$ cat src/hw/rtl/r2g_pkg.sv
// shared types and constants of the rgb to gray converter
package r2g_pkg;

    // conversion modes
    typedef enum logic [1:0] {
        MODE_LUMA  = 2'd0,
        MODE_AVG   = 2'd1,
        MODE_LIGHT = 2'd2,
        MODE_CHAN  = 2'd3
    } t_mode;

    // channel select codes
    localparam logic [1:0] CHAN_RED   = 2'd0;
    localparam logic [1:0] CHAN_GREEN = 2'd1;
    localparam logic [1:0] CHAN_BLUE  = 2'd2;

    // register indexes
    localparam int unsigned CFG_IDX_W = 3;
    localparam logic [CFG_IDX_W-1:0] CFG_MODE     = 3'd0;
    localparam logic [CFG_IDX_W-1:0] CFG_WEIGHT_R = 3'd1;
    localparam logic [CFG_IDX_W-1:0] CFG_WEIGHT_G = 3'd2;
    localparam logic [CFG_IDX_W-1:0] CFG_WEIGHT_B = 3'd3;
    localparam logic [CFG_IDX_W-1:0] CFG_CHAN_SEL = 3'd4;

    // widths
    localparam int unsigned PIX_W  = 8;
    localparam int unsigned WGT_W  = 16;
    localparam int unsigned PROD_W = PIX_W + WGT_W;
    localparam int unsigned ACC_W  = PROD_W + 2;
    localparam int unsigned SUM_W  = PIX_W + 2;
    localparam int unsigned FRAC_BITS = 14;

    // divide by three as multiply by 683 and shift by 11, exact for sums up to 765
    localparam int unsigned AVG_RECIP_W = 10;
    localparam logic [AVG_RECIP_W-1:0] AVG_RECIP = 10'd683;
    localparam int unsigned AVG_SHIFT = 11;
    localparam int unsigned AVG_PROD_W = SUM_W + AVG_RECIP_W;

    // reset weights, q2.14
    localparam logic [WGT_W-1:0] WEIGHT_R_RST = 16'd3482;
    localparam logic [WGT_W-1:0] WEIGHT_G_RST = 16'd11721;
    localparam logic [WGT_W-1:0] WEIGHT_B_RST = 16'd1181;

endpackage

$ cat src/hw/rtl/rgb_to_gray_converter.sv
// rgb to gray converter: three stage pipeline with a configuration write channel
//
//  channel   dir   payload                             transfer when
//  s (in)    in    tdata = red, green, blue; tlast     i_s_tvalid && o_s_tready
//  m (out)   out   tdata = gray; tlast                 o_m_tvalid && i_m_tready
//  cfg       in    index 3 bits, data 16 bits          i_cfg_valid && o_cfg_ready
//
//  one pixel per clock while the output accepts; an input transfer passes through the
//  three register stages (products, sums, selection) in order on its way to the output
//  the three 8x16 weight multipliers sit beside the sum, max and min in the first stage
//  reset is synchronous, active low, and clears the stage valid bits and the
//  configuration registers to their defaults
//  a stall on the output holds every full stage whose successor is full; empty stages keep
//  filling, so the input stays ready until all three stages are occupied
module rgb_to_gray_converter (
    input  logic        i_clk,
    input  logic        i_rst_n,
    // input stream
    input  logic        i_s_tvalid,
    output logic        o_s_tready,
    input  logic [23:0] i_s_tdata,   // [7:0] red, [15:8] green, [23:16] blue
    input  logic        i_s_tlast,   // last_in
    // output stream
    output logic        o_m_tvalid,
    input  logic        i_m_tready,
    output logic [7:0]  o_m_tdata,   // [7:0] gray
    output logic        o_m_tlast,   // last_out
    // configuration writes
    input  logic        i_cfg_valid,
    output logic        o_cfg_ready,
    input  logic [2:0]  i_cfg_index,
    input  logic [15:0] i_cfg_data
);

    localparam int unsigned PW = r2g_pkg::PIX_W;

    // ---------------------------------------------------------------
    // configuration registers
    // ---------------------------------------------------------------
    r2g_pkg::t_mode             r_mode;
    logic [r2g_pkg::WGT_W-1:0]  r_weight_r;
    logic [r2g_pkg::WGT_W-1:0]  r_weight_g;
    logic [r2g_pkg::WGT_W-1:0]  r_weight_b;
    logic [1:0]                 r_chan_sel;

    // writes are always accepted
    assign o_cfg_ready = 1'b1;

    always_ff @(posedge i_clk) begin
        if (!i_rst_n) begin
            r_mode     <= r2g_pkg::MODE_LUMA;
            r_weight_r <= r2g_pkg::WEIGHT_R_RST;
            r_weight_g <= r2g_pkg::WEIGHT_G_RST;
            r_weight_b <= r2g_pkg::WEIGHT_B_RST;
            r_chan_sel <= r2g_pkg::CHAN_RED;
        end else if (i_cfg_valid && o_cfg_ready) begin
            unique case (i_cfg_index)
                r2g_pkg::CFG_MODE:     r_mode     <= r2g_pkg::t_mode'(i_cfg_data[1:0]);
                r2g_pkg::CFG_WEIGHT_R: r_weight_r <= i_cfg_data;
                r2g_pkg::CFG_WEIGHT_G: r_weight_g <= i_cfg_data;
                r2g_pkg::CFG_WEIGHT_B: r_weight_b <= i_cfg_data;
                r2g_pkg::CFG_CHAN_SEL: r_chan_sel <= i_cfg_data[1:0];
                default: ;  // indexes past the register list are ignored
            endcase
        end
    end

    // ---------------------------------------------------------------
    // stage advance: a stage loads when it is empty or its successor loads
    // ---------------------------------------------------------------
    logic r_v1, r_v2, r_v3;
    logic en1, en2, en3;

    assign en3 = !r_v3 || i_m_tready;
    assign en2 = !r_v2 || en3;
    assign en1 = !r_v1 || en2;
    assign o_s_tready = en1;

    always_ff @(posedge i_clk) begin
        if (!i_rst_n) begin
            r_v1 <= 1'b0;
            r_v2 <= 1'b0;
            r_v3 <= 1'b0;
        end else begin
            if (en1) r_v1 <= i_s_tvalid;
            if (en2) r_v2 <= r_v1;
            if (en3) r_v3 <= r_v2;
        end
    end

    // ---------------------------------------------------------------
    // stage 1: weight products, component sum, max and min
    // ---------------------------------------------------------------
    logic [PW-1:0] in_r, in_g, in_b;
    assign in_r = i_s_tdata[0*PW +: PW];
    assign in_g = i_s_tdata[1*PW +: PW];
    assign in_b = i_s_tdata[2*PW +: PW];

    logic [r2g_pkg::PROD_W-1:0] r_prod_r, r_prod_g, r_prod_b;
    logic [r2g_pkg::PROD_W-1:0] n_prod_r, n_prod_g, n_prod_b;
    logic [r2g_pkg::SUM_W-1:0]  r_sum3, n_sum3;
    logic [PW-1:0]              r_hi, r_lo, n_hi, n_lo;
    logic [PW-1:0]              r_r1, r_g1, r_b1;
    logic                       r_last1;

    always_comb begin
        n_prod_r = r2g_pkg::PROD_W'(in_r) * r2g_pkg::PROD_W'(r_weight_r);
        n_prod_g = r2g_pkg::PROD_W'(in_g) * r2g_pkg::PROD_W'(r_weight_g);
        n_prod_b = r2g_pkg::PROD_W'(in_b) * r2g_pkg::PROD_W'(r_weight_b);
        n_sum3   = r2g_pkg::SUM_W'(in_r) + r2g_pkg::SUM_W'(in_g) + r2g_pkg::SUM_W'(in_b);
        n_hi = in_r;
        n_lo = in_r;
        if (in_g > n_hi) n_hi = in_g;
        if (in_b > n_hi) n_hi = in_b;
        if (in_g < n_lo) n_lo = in_g;
        if (in_b < n_lo) n_lo = in_b;
    end

    always_ff @(posedge i_clk) begin
        if (en1) begin
            r_prod_r <= n_prod_r;
            r_prod_g <= n_prod_g;
            r_prod_b <= n_prod_b;
            r_sum3   <= n_sum3;
            r_hi     <= n_hi;
            r_lo     <= n_lo;
            r_r1     <= in_r;
            r_g1     <= in_g;
            r_b1     <= in_b;
            r_last1  <= i_s_tlast;
        end
    end

    // ---------------------------------------------------------------
    // stage 2: weighted sum, divide-by-three product, lightness, channel pick
    // ---------------------------------------------------------------
    logic [r2g_pkg::ACC_W-1:0]      r_acc, n_acc;
    logic [r2g_pkg::AVG_PROD_W-1:0] r_avg_prod, n_avg_prod;
    logic [PW:0]                    light_sum;
    logic [PW-1:0]                  r_light, r_chan, n_chan;
    logic                           r_last2;

    always_comb begin
        n_acc = r2g_pkg::ACC_W'(r_prod_r) + r2g_pkg::ACC_W'(r_prod_g)
              + r2g_pkg::ACC_W'(r_prod_b);
        n_avg_prod = r2g_pkg::AVG_PROD_W'(r_sum3)
                   * r2g_pkg::AVG_PROD_W'(r2g_pkg::AVG_RECIP);
        light_sum = {1'b0, r_hi} + {1'b0, r_lo};
        case (r_chan_sel)
            r2g_pkg::CHAN_RED:   n_chan = r_r1;
            r2g_pkg::CHAN_GREEN: n_chan = r_g1;
            r2g_pkg::CHAN_BLUE:  n_chan = r_b1;
            default:             n_chan = '0;  // unused select reads as black
        endcase
    end

    always_ff @(posedge i_clk) begin
        if (en2) begin
            r_acc      <= n_acc;
            r_avg_prod <= n_avg_prod;
            r_light    <= light_sum[PW:1];
            r_chan     <= n_chan;
            r_last2    <= r_last1;
        end
    end

    // ---------------------------------------------------------------
    // stage 3: shift and saturate, mode select, output register
    // ---------------------------------------------------------------
    logic [r2g_pkg::ACC_W-r2g_pkg::FRAC_BITS-1:0] luma_int;
    logic [PW-1:0] luma_sat, n_gray, r_gray;
    logic          r_last3;

    always_comb begin
        luma_int = r_acc[r2g_pkg::ACC_W-1:r2g_pkg::FRAC_BITS];
        // anything above the low byte saturates to full white
        luma_sat = (|luma_int[$bits(luma_int)-1:PW]) ? {PW{1'b1}} : luma_int[PW-1:0];
        unique case (r_mode)
            r2g_pkg::MODE_LUMA:  n_gray = luma_sat;
            r2g_pkg::MODE_AVG:   n_gray = r_avg_prod[r2g_pkg::AVG_SHIFT +: PW];
            r2g_pkg::MODE_LIGHT: n_gray = r_light;
            r2g_pkg::MODE_CHAN:  n_gray = r_chan;
            default:             n_gray = '0;
        endcase
    end

    always_ff @(posedge i_clk) begin
        if (en3) begin
            r_gray  <= n_gray;
            r_last3 <= r_last2;
        end
    end

    assign o_m_tvalid = r_v3;
    assign o_m_tdata  = r_gray;
    assign o_m_tlast  = r_last3;

endmodule

$ cat config.mk
export PLATFORM = sky130hd
export DESIGN_NAME = rgb_to_gray_converter
export DESIGN_NICKNAME = d
export VERILOG_FILES = /design/src/hw/rtl/r2g_pkg.sv /design/src/hw/rtl/rgb_to_gray_converter.sv
export SDC_FILE = /design/constraint.sdc
export NUM_CORES = 1
export LEC_CHECK = 0
export BUFFER_PORTS_ARGS = -buffer_cell sky130_fd_sc_hd__buf_2
export CAP_MARGIN = 20
export CORE_ASPECT_RATIO = 2
export CORE_UTILIZATION = 60
export DETAILED_ROUTE_END_ITERATION = 10
export GPL_ROUTABILITY_DRIVEN = 0
export MAX_ROUTING_LAYER = met4
export PLACE_DENSITY = 0.76
export SYNTH_ARGS = -nofsm -noshare
export SYNTH_HDL_FRONTEND = slang
export SYNTH_SLANG_ARGS = --single-unit
$ cat constraint.sdc
create_clock -name i_clk -period 9.5 [get_ports i_clk]
set_input_delay 0 -clock i_clk [delete_from_list [all_inputs] [get_ports i_clk]]
set_output_delay 0 -clock i_clk [all_outputs]
set_load 0.005 [all_outputs]
==> After elaboration in Yosys (flattened, before gate mapping) <==
Cells that the tools add are included.
{ "totals": {"out_inout_bits": 12, "word_cells": 69, "register_bits": 249} }
{ "op_classes": {"muxes": 7, "eq_ne": 9, "add_sub_neg": 5, "n_reduce_logical": 15, "n_lt_le_gt_ge": 4, "mul": 4} }
{ "op_table": {"columns": ["operator", "count"], "rows": [
  ["8-bit by 16-bit multiplier with 24-bit output", 3],
  ["8-bit 2-to-1 mux", 5],
  ["8-bit one-hot mux with 4 select lines", 1],
  ["25-bit by 24-bit adder with 26-bit output", 1],
  ["24-bit by 24-bit adder with 25-bit output", 1],
  ["8-bit one-hot mux with 3 select lines", 1],
  ["10-bit by 10-bit multiplier with 19-bit output (second input constant)", 1],
  ["8-bit by 8-bit adder with 9-bit output", 2],
  ["8-bit > comparator", 2],
  ["8-bit < comparator", 2],
  ["9-bit by 8-bit adder with 10-bit output", 1],
  ["2-bit AND reduction", 5],
  ["2-bit == test (second input constant)", 3],
  ["3-bit by 2-bit == test with 1-bit output (second input constant)", 2],
  ["2-bit by 1-bit == test with 1-bit output (second input constant)", 2],
  ["2-bit logical NOT", 2],
  ["4-bit OR reduction", 1],
  ["3-bit by 1-bit == test with 1-bit output (second input constant)", 1],
  ["3-bit == test (second input constant)", 1],
  ["1-bit logical NOT", 3],
  ["3-bit logical NOT", 1],
  ["1-bit logical OR", 3]
]} }

==> Logic depth before layout (Yosys ltp) <==
{ "logic_depth": {"depth_word": 4, "mapped_depth": 19, "depth_no_buf": 17} }

==> Worst setup path before layout <==
OpenSTA, ideal clock, no wires.
{ "synth_path": {"kind": "flip-flop to flip-flop", "startpoint": "register r_v3, in the netlist o_m_tvalid", "endpoint": "register r_b1[0] (enable)", "period_less_slack_ps": 4812, "required_time_ps": 8092, "path_slack_ps": 4688, "t_arrival_ps": 3404, "path_stages_with_launch": 3, "path_cell_list": "dfxtp_1 > nor2b_1 > nand3_1"} }
{ "synth_between": {"elab_chain_cells": 4} }
{ "synth_lines": {"columns": ["item", "line", "source"], "rows": [
  ["start, declared", "rgb_to_gray_converter.sv:71", "logic r_v1, r_v2, r_v3;"],
  ["start signal, assigned", "rgb_to_gray_converter.sv:87", "if (en3) r_v3 <= r_v2;"],
  ["1-bit logical NOT", "rgb_to_gray_converter.sv:74", "assign en3 = !r_v3 || i_m_tready;"],
  ["1-bit logical OR", "rgb_to_gray_converter.sv:74", null],
  ["1-bit logical OR", "rgb_to_gray_converter.sv:75", "assign en2 = !r_v2 || en3;"],
  ["1-bit logical OR", "rgb_to_gray_converter.sv:76", "assign en1 = !r_v1 || en2;"],
  ["via o_s_tready", "rgb_to_gray_converter.sv:20", "output logic o_s_tready,"],
  ["end signal, assigned", "rgb_to_gray_converter.sv:129", "r_b1 <= in_b;"],
  ["end, declared", "rgb_to_gray_converter.sv:103", "logic [PW-1:0] r_r1, r_g1, r_b1;"]
]} }
The timed path passes the listed nets, and every way through them passes these cells.
A chain may end at the register's enable or synchronous reset.

==> Final worst setup path <==
{ "layout_path": {"startpoint": "register r_weight_g[4] in the netlist's numbering", "endpoint": "register r_prod_g[21] in the netlist's numbering (data pin)"} }
{ "layout_between": {"elab_chain_cells": 1} }
{ "layout_lines": {"columns": ["item", "line", "source"], "rows": [
  ["start, declared", "rgb_to_gray_converter.sv:42", "logic [r2g_pkg::WGT_W-1:0] r_weight_g;"],
  ["start signal, assigned", "rgb_to_gray_converter.sv:53", "r_weight_g <= r2g_pkg::WEIGHT_G_RST;"],
  ["start signal, assigned", "rgb_to_gray_converter.sv:60", "r2g_pkg::CFG_WEIGHT_G: r_weight_g <= i_cfg_data;"],
  ["8-bit by 16-bit multiplier with 24-bit output", "rgb_to_gray_converter.sv:108", "n_prod_g = r2g_pkg::PROD_W'(in_g) * r2g_pkg::PROD_W'(r_weight_g);"],
  ["via n_prod_g, one bit", "rgb_to_gray_converter.sv:100", "logic [r2g_pkg::PROD_W-1:0] n_prod_r, n_prod_g, n_prod_b;"],
  ["end signal, assigned", "rgb_to_gray_converter.sv:122", "r_prod_g <= n_prod_g;"],
  ["end, declared", "rgb_to_gray_converter.sv:99", "logic [r2g_pkg::PROD_W-1:0] r_prod_r, r_prod_g, r_prod_b;"]
]} }
The timed path passes the listed nets, and every way through them passes these cells.

==> metrics.cfg <==
[run_status]
status = completed

[floorplan]
io_pins = 61
coreArea_um2 = 39440
die_h_um = 285.1
die-area_um2 = 40920
placementRows = 103
start_util_pct = 60.96
die_w_um = 143.5

[logic_synthesis]
yosys_warnings = 0
syn_area_um2 = 24040
synth-async-reset-ratio_pct = 0
syn_inst = 2355
synth_top_cell_by_area = fa_1
synth_common_cells = inv_1 (374), and2_1 (324), fa_1 (306)
synth.most_common_cell = inv_1
yosys-top-cells-area = fa_1 (25%), edfxtp_1 (21%), ha_1 (13%), and2_1 (8.4%), inv_1 (5.8%)
synth_top_area_share_pct = 25.48
synth_fp_nets = 2960
synth_edf_count = 169
synth_flop_cell = edfxtp_1
synth-seq-cells = 224
ys_types = 73
synth.avg_cell_area_um2 = 10.21
yosysSeqAreaShare_pct = 25.69

[power]
p_total_uw = 7952
p_comb_share_pct = 66.2
sw_frac_of_total_pct = 46.12
power_switching_uw = 3667
powerDensity_nw_per_um2 = 304.4
p_leak_uw = 0.01241
clkPwrFrac_pct = 12.0
vdd_drop_max_v = 0.0003333
seqPwrFrac_pct = 21.8
p_int_uw = 4285

[place]
port-buffer-count = 59
dpl_cell_area_um2 = 24810
dp.cells = 2887
dp_hpwl_um = 48350

[route]
wl_per_cell_um = 20.23
first_iter_violations = 1026
vias = 17283
drcViolationCount = 0
firstDrtPassIters = 6
ant_nets = 0
viasPerCell = 5.794
totalWireLength_um = 60340

[timing]
skew_ns = 0.02880
fmaxAchievable_ghz = 0.2008
setup_violations = 0
fin_crit_sh_pct = 52.43
drv_slew = 0
hold_viol = 0
slew-limit-headroom_pct = 26.26
rsz0062_at_grt = no
tightest_slew_ns = 1.104
min_period_ns = 4.981
fin_setup_tns_ns = 0

[cts]
cts_buffer_depth = 3
clk_pin_slew_worst_paths_ns = 0.07
clk_latency_ns = 0.56
h-tree-depth = 1
cts.sinks = 224
root_buffer = clkbuf_16
cts_buffers = 24
cts_tree = built

[cells_and_area]
register_area_um2 = 6176
fill_cells = 3105
stdcell_area_um2 = 26120
nets = 3044
syn2layout_area_growth_pct = 8.677
multiInputGateArea_um2 = 16250
finalNonFillerCells = 2983
drive_gt1_share_pct = 5.535

[critical_path]
worstPathMaxFanout = 9
required_ns = 9.84
slowest_stage = fa_1
crit_top_cell = fa_1
crit_chain = nand2_1 -> fa_1 -> fa_1 -> inv_1 -> fa_1 -> inv_1 -> fa_1 -> inv_1 -> ha_1 -> o211ai_1 -> a21oi_1 -> o2111ai_1 -> a31oi_1 -> nor2b_1 -> o21ai_1 -> a221oi_1
worstSetupStartpointType = flip-flop
arrival_ns = 5.32
crit_type = reg2reg
endpoint_kind = flip-flop
slowest_delay_ns = 0.55

[grt]
grt_pass1_vias = 19176
grt_pass1_wl_um = 97230
grt_antenna_before_repair = 1
grt_usage_pct = 32.72
gr-total-overflow = 0
grt_max_degree = 76

[hold_path]
worstHoldPathType = in2reg

[flow_run]
drv_cap = 0

-- registers in the layout, summed over array words and instances, names as in the netlist, 10 cells and up --
| name | cells |
|---|---|
| r_acc | 12 |
| r_weight_g | 16 |
| r_prod_g | 24 |
| r_prod_r | 24 |
| r_weight_r | 16 |
| r_sum3 | 10 |
| r_prod_b | 24 |
| r_weight_b | 16 |
-- final cells by class --
type                            count  share of cell area, %
Inverter                          375                  5.388
Multi-Input combinational cell   1701                  62.21
Timing Repair Buffer              113                  3.199
Antenna cell                        1               0.009579
Sequential cell                   224                  23.64
Clock buffer                       24                  2.299
Clock inverter                     20                 0.7376
Tap cell                          525                  2.514
-- through the flow --
step / hold slack [ns] / setup WS [ns] / util, %
after floorplan: 0.09887 / 4.688 / -
after global placement: 0.1944 / 4.616 / 62.89
after detailed placement: 0.1917 / 4.586 / 62.91
after CTS: 0.1398 / 4.500 / 66.14
after global routing: 0.2133 / 4.131 / 66.24
final: 0.2088 / 4.519 / 66.24
-- critical path: cells and delay by family, from the launching register on --
family / cells / cell delay (ns)
adder cells (fa/ha/maj): 5 / 2.37
AO/OA/AOI/OAI: 6 / 1.42
flip-flops: 1 / 0.53
AND/OR/NAND/NOR: 2 / 0.33
buffers and inverters: 3 / 0.14
-- logic make-up after synthesis --
group	after synthesis	synth area share, %
AOI/OAI and AO/OA	276	7.881
and+or+nand+nor	734	15.99
other	1	0.01560
DFF	224	25.69
muxes	53	2.223
adders and majority gates	556	38.50
buffers and inverters	430	6.751
xor gates and xnor gates	81	2.951
-- cells in the final DEF, fill, tap and decap left out, drive strengths merged, types with 7 or more instances in the layout --
cell         count
a211oi           9
a21boi          35
a21o            25
a21oi           75
and2           324
and3             7
buf             64
clkbuf          24
clkinv          11
dfxtp           55
dlygate4sd3     49
edfxtp         169
fa             306
ha             250
inv            379
mux2i           50
nand2          225
nand2b          18
nand3           39
nor2            57
nor2b           17
nor3            23
o211ai          11
o21a             7
o21ai           53
o21bai          10
o221a            8
xnor2           52
xor2            29
-- power by group through the flow --
stage                     logic, uW  registers (uW)  clock network, uW
final                          5270            1730                955
after global routing           5970            1750               1000
after CTS                      5280            1740                970
after detailed placement       5210            1750                  0
after global placement         5010            1750                  0
after floorplan                3780            1680                  0
-- path summary, 6_finish.rpt --
kind	from	endpoint	slack (ns)	cells after the start
worst max register to register	r_weight_g[4]$_SDFFE_PN0P_	r_prod_g[21]$_DFFE_PP_	4.52	16
worst max-delay path	r_weight_g[4]$_SDFFE_PN0P_	r_prod_g[21]$_DFFE_PP_	4.52	16
worst min register to register	r_last2$_DFFE_PP_	o_m_tlast$_DFFE_PP_	0.43	0
worst min-delay path	i_s_tlast	r_last1$_DFFE_PP_	0.21	2
-- metal layers --
layer / vias to the layer above / global-route usage (%) / wire length [um]
met5: - / - / 0
met4: 0 / 27.71 / 6113
met3: 275 / 2.720 / 2436
met2: 553 / 59.00 / 32630
met1: 8633 / 30.55 / 19160
li1: 7822 / - / -
-- repair_timing --
action | in CTS | in global routing
setup endpoints to repair | 0 | 0
resized for setup | 0 | 0
hold buffers | 48 | 1
hold endpoints to repair | 80 | 17
setup buffers | 0 | 0
Power figures use the tool's default switching activity.
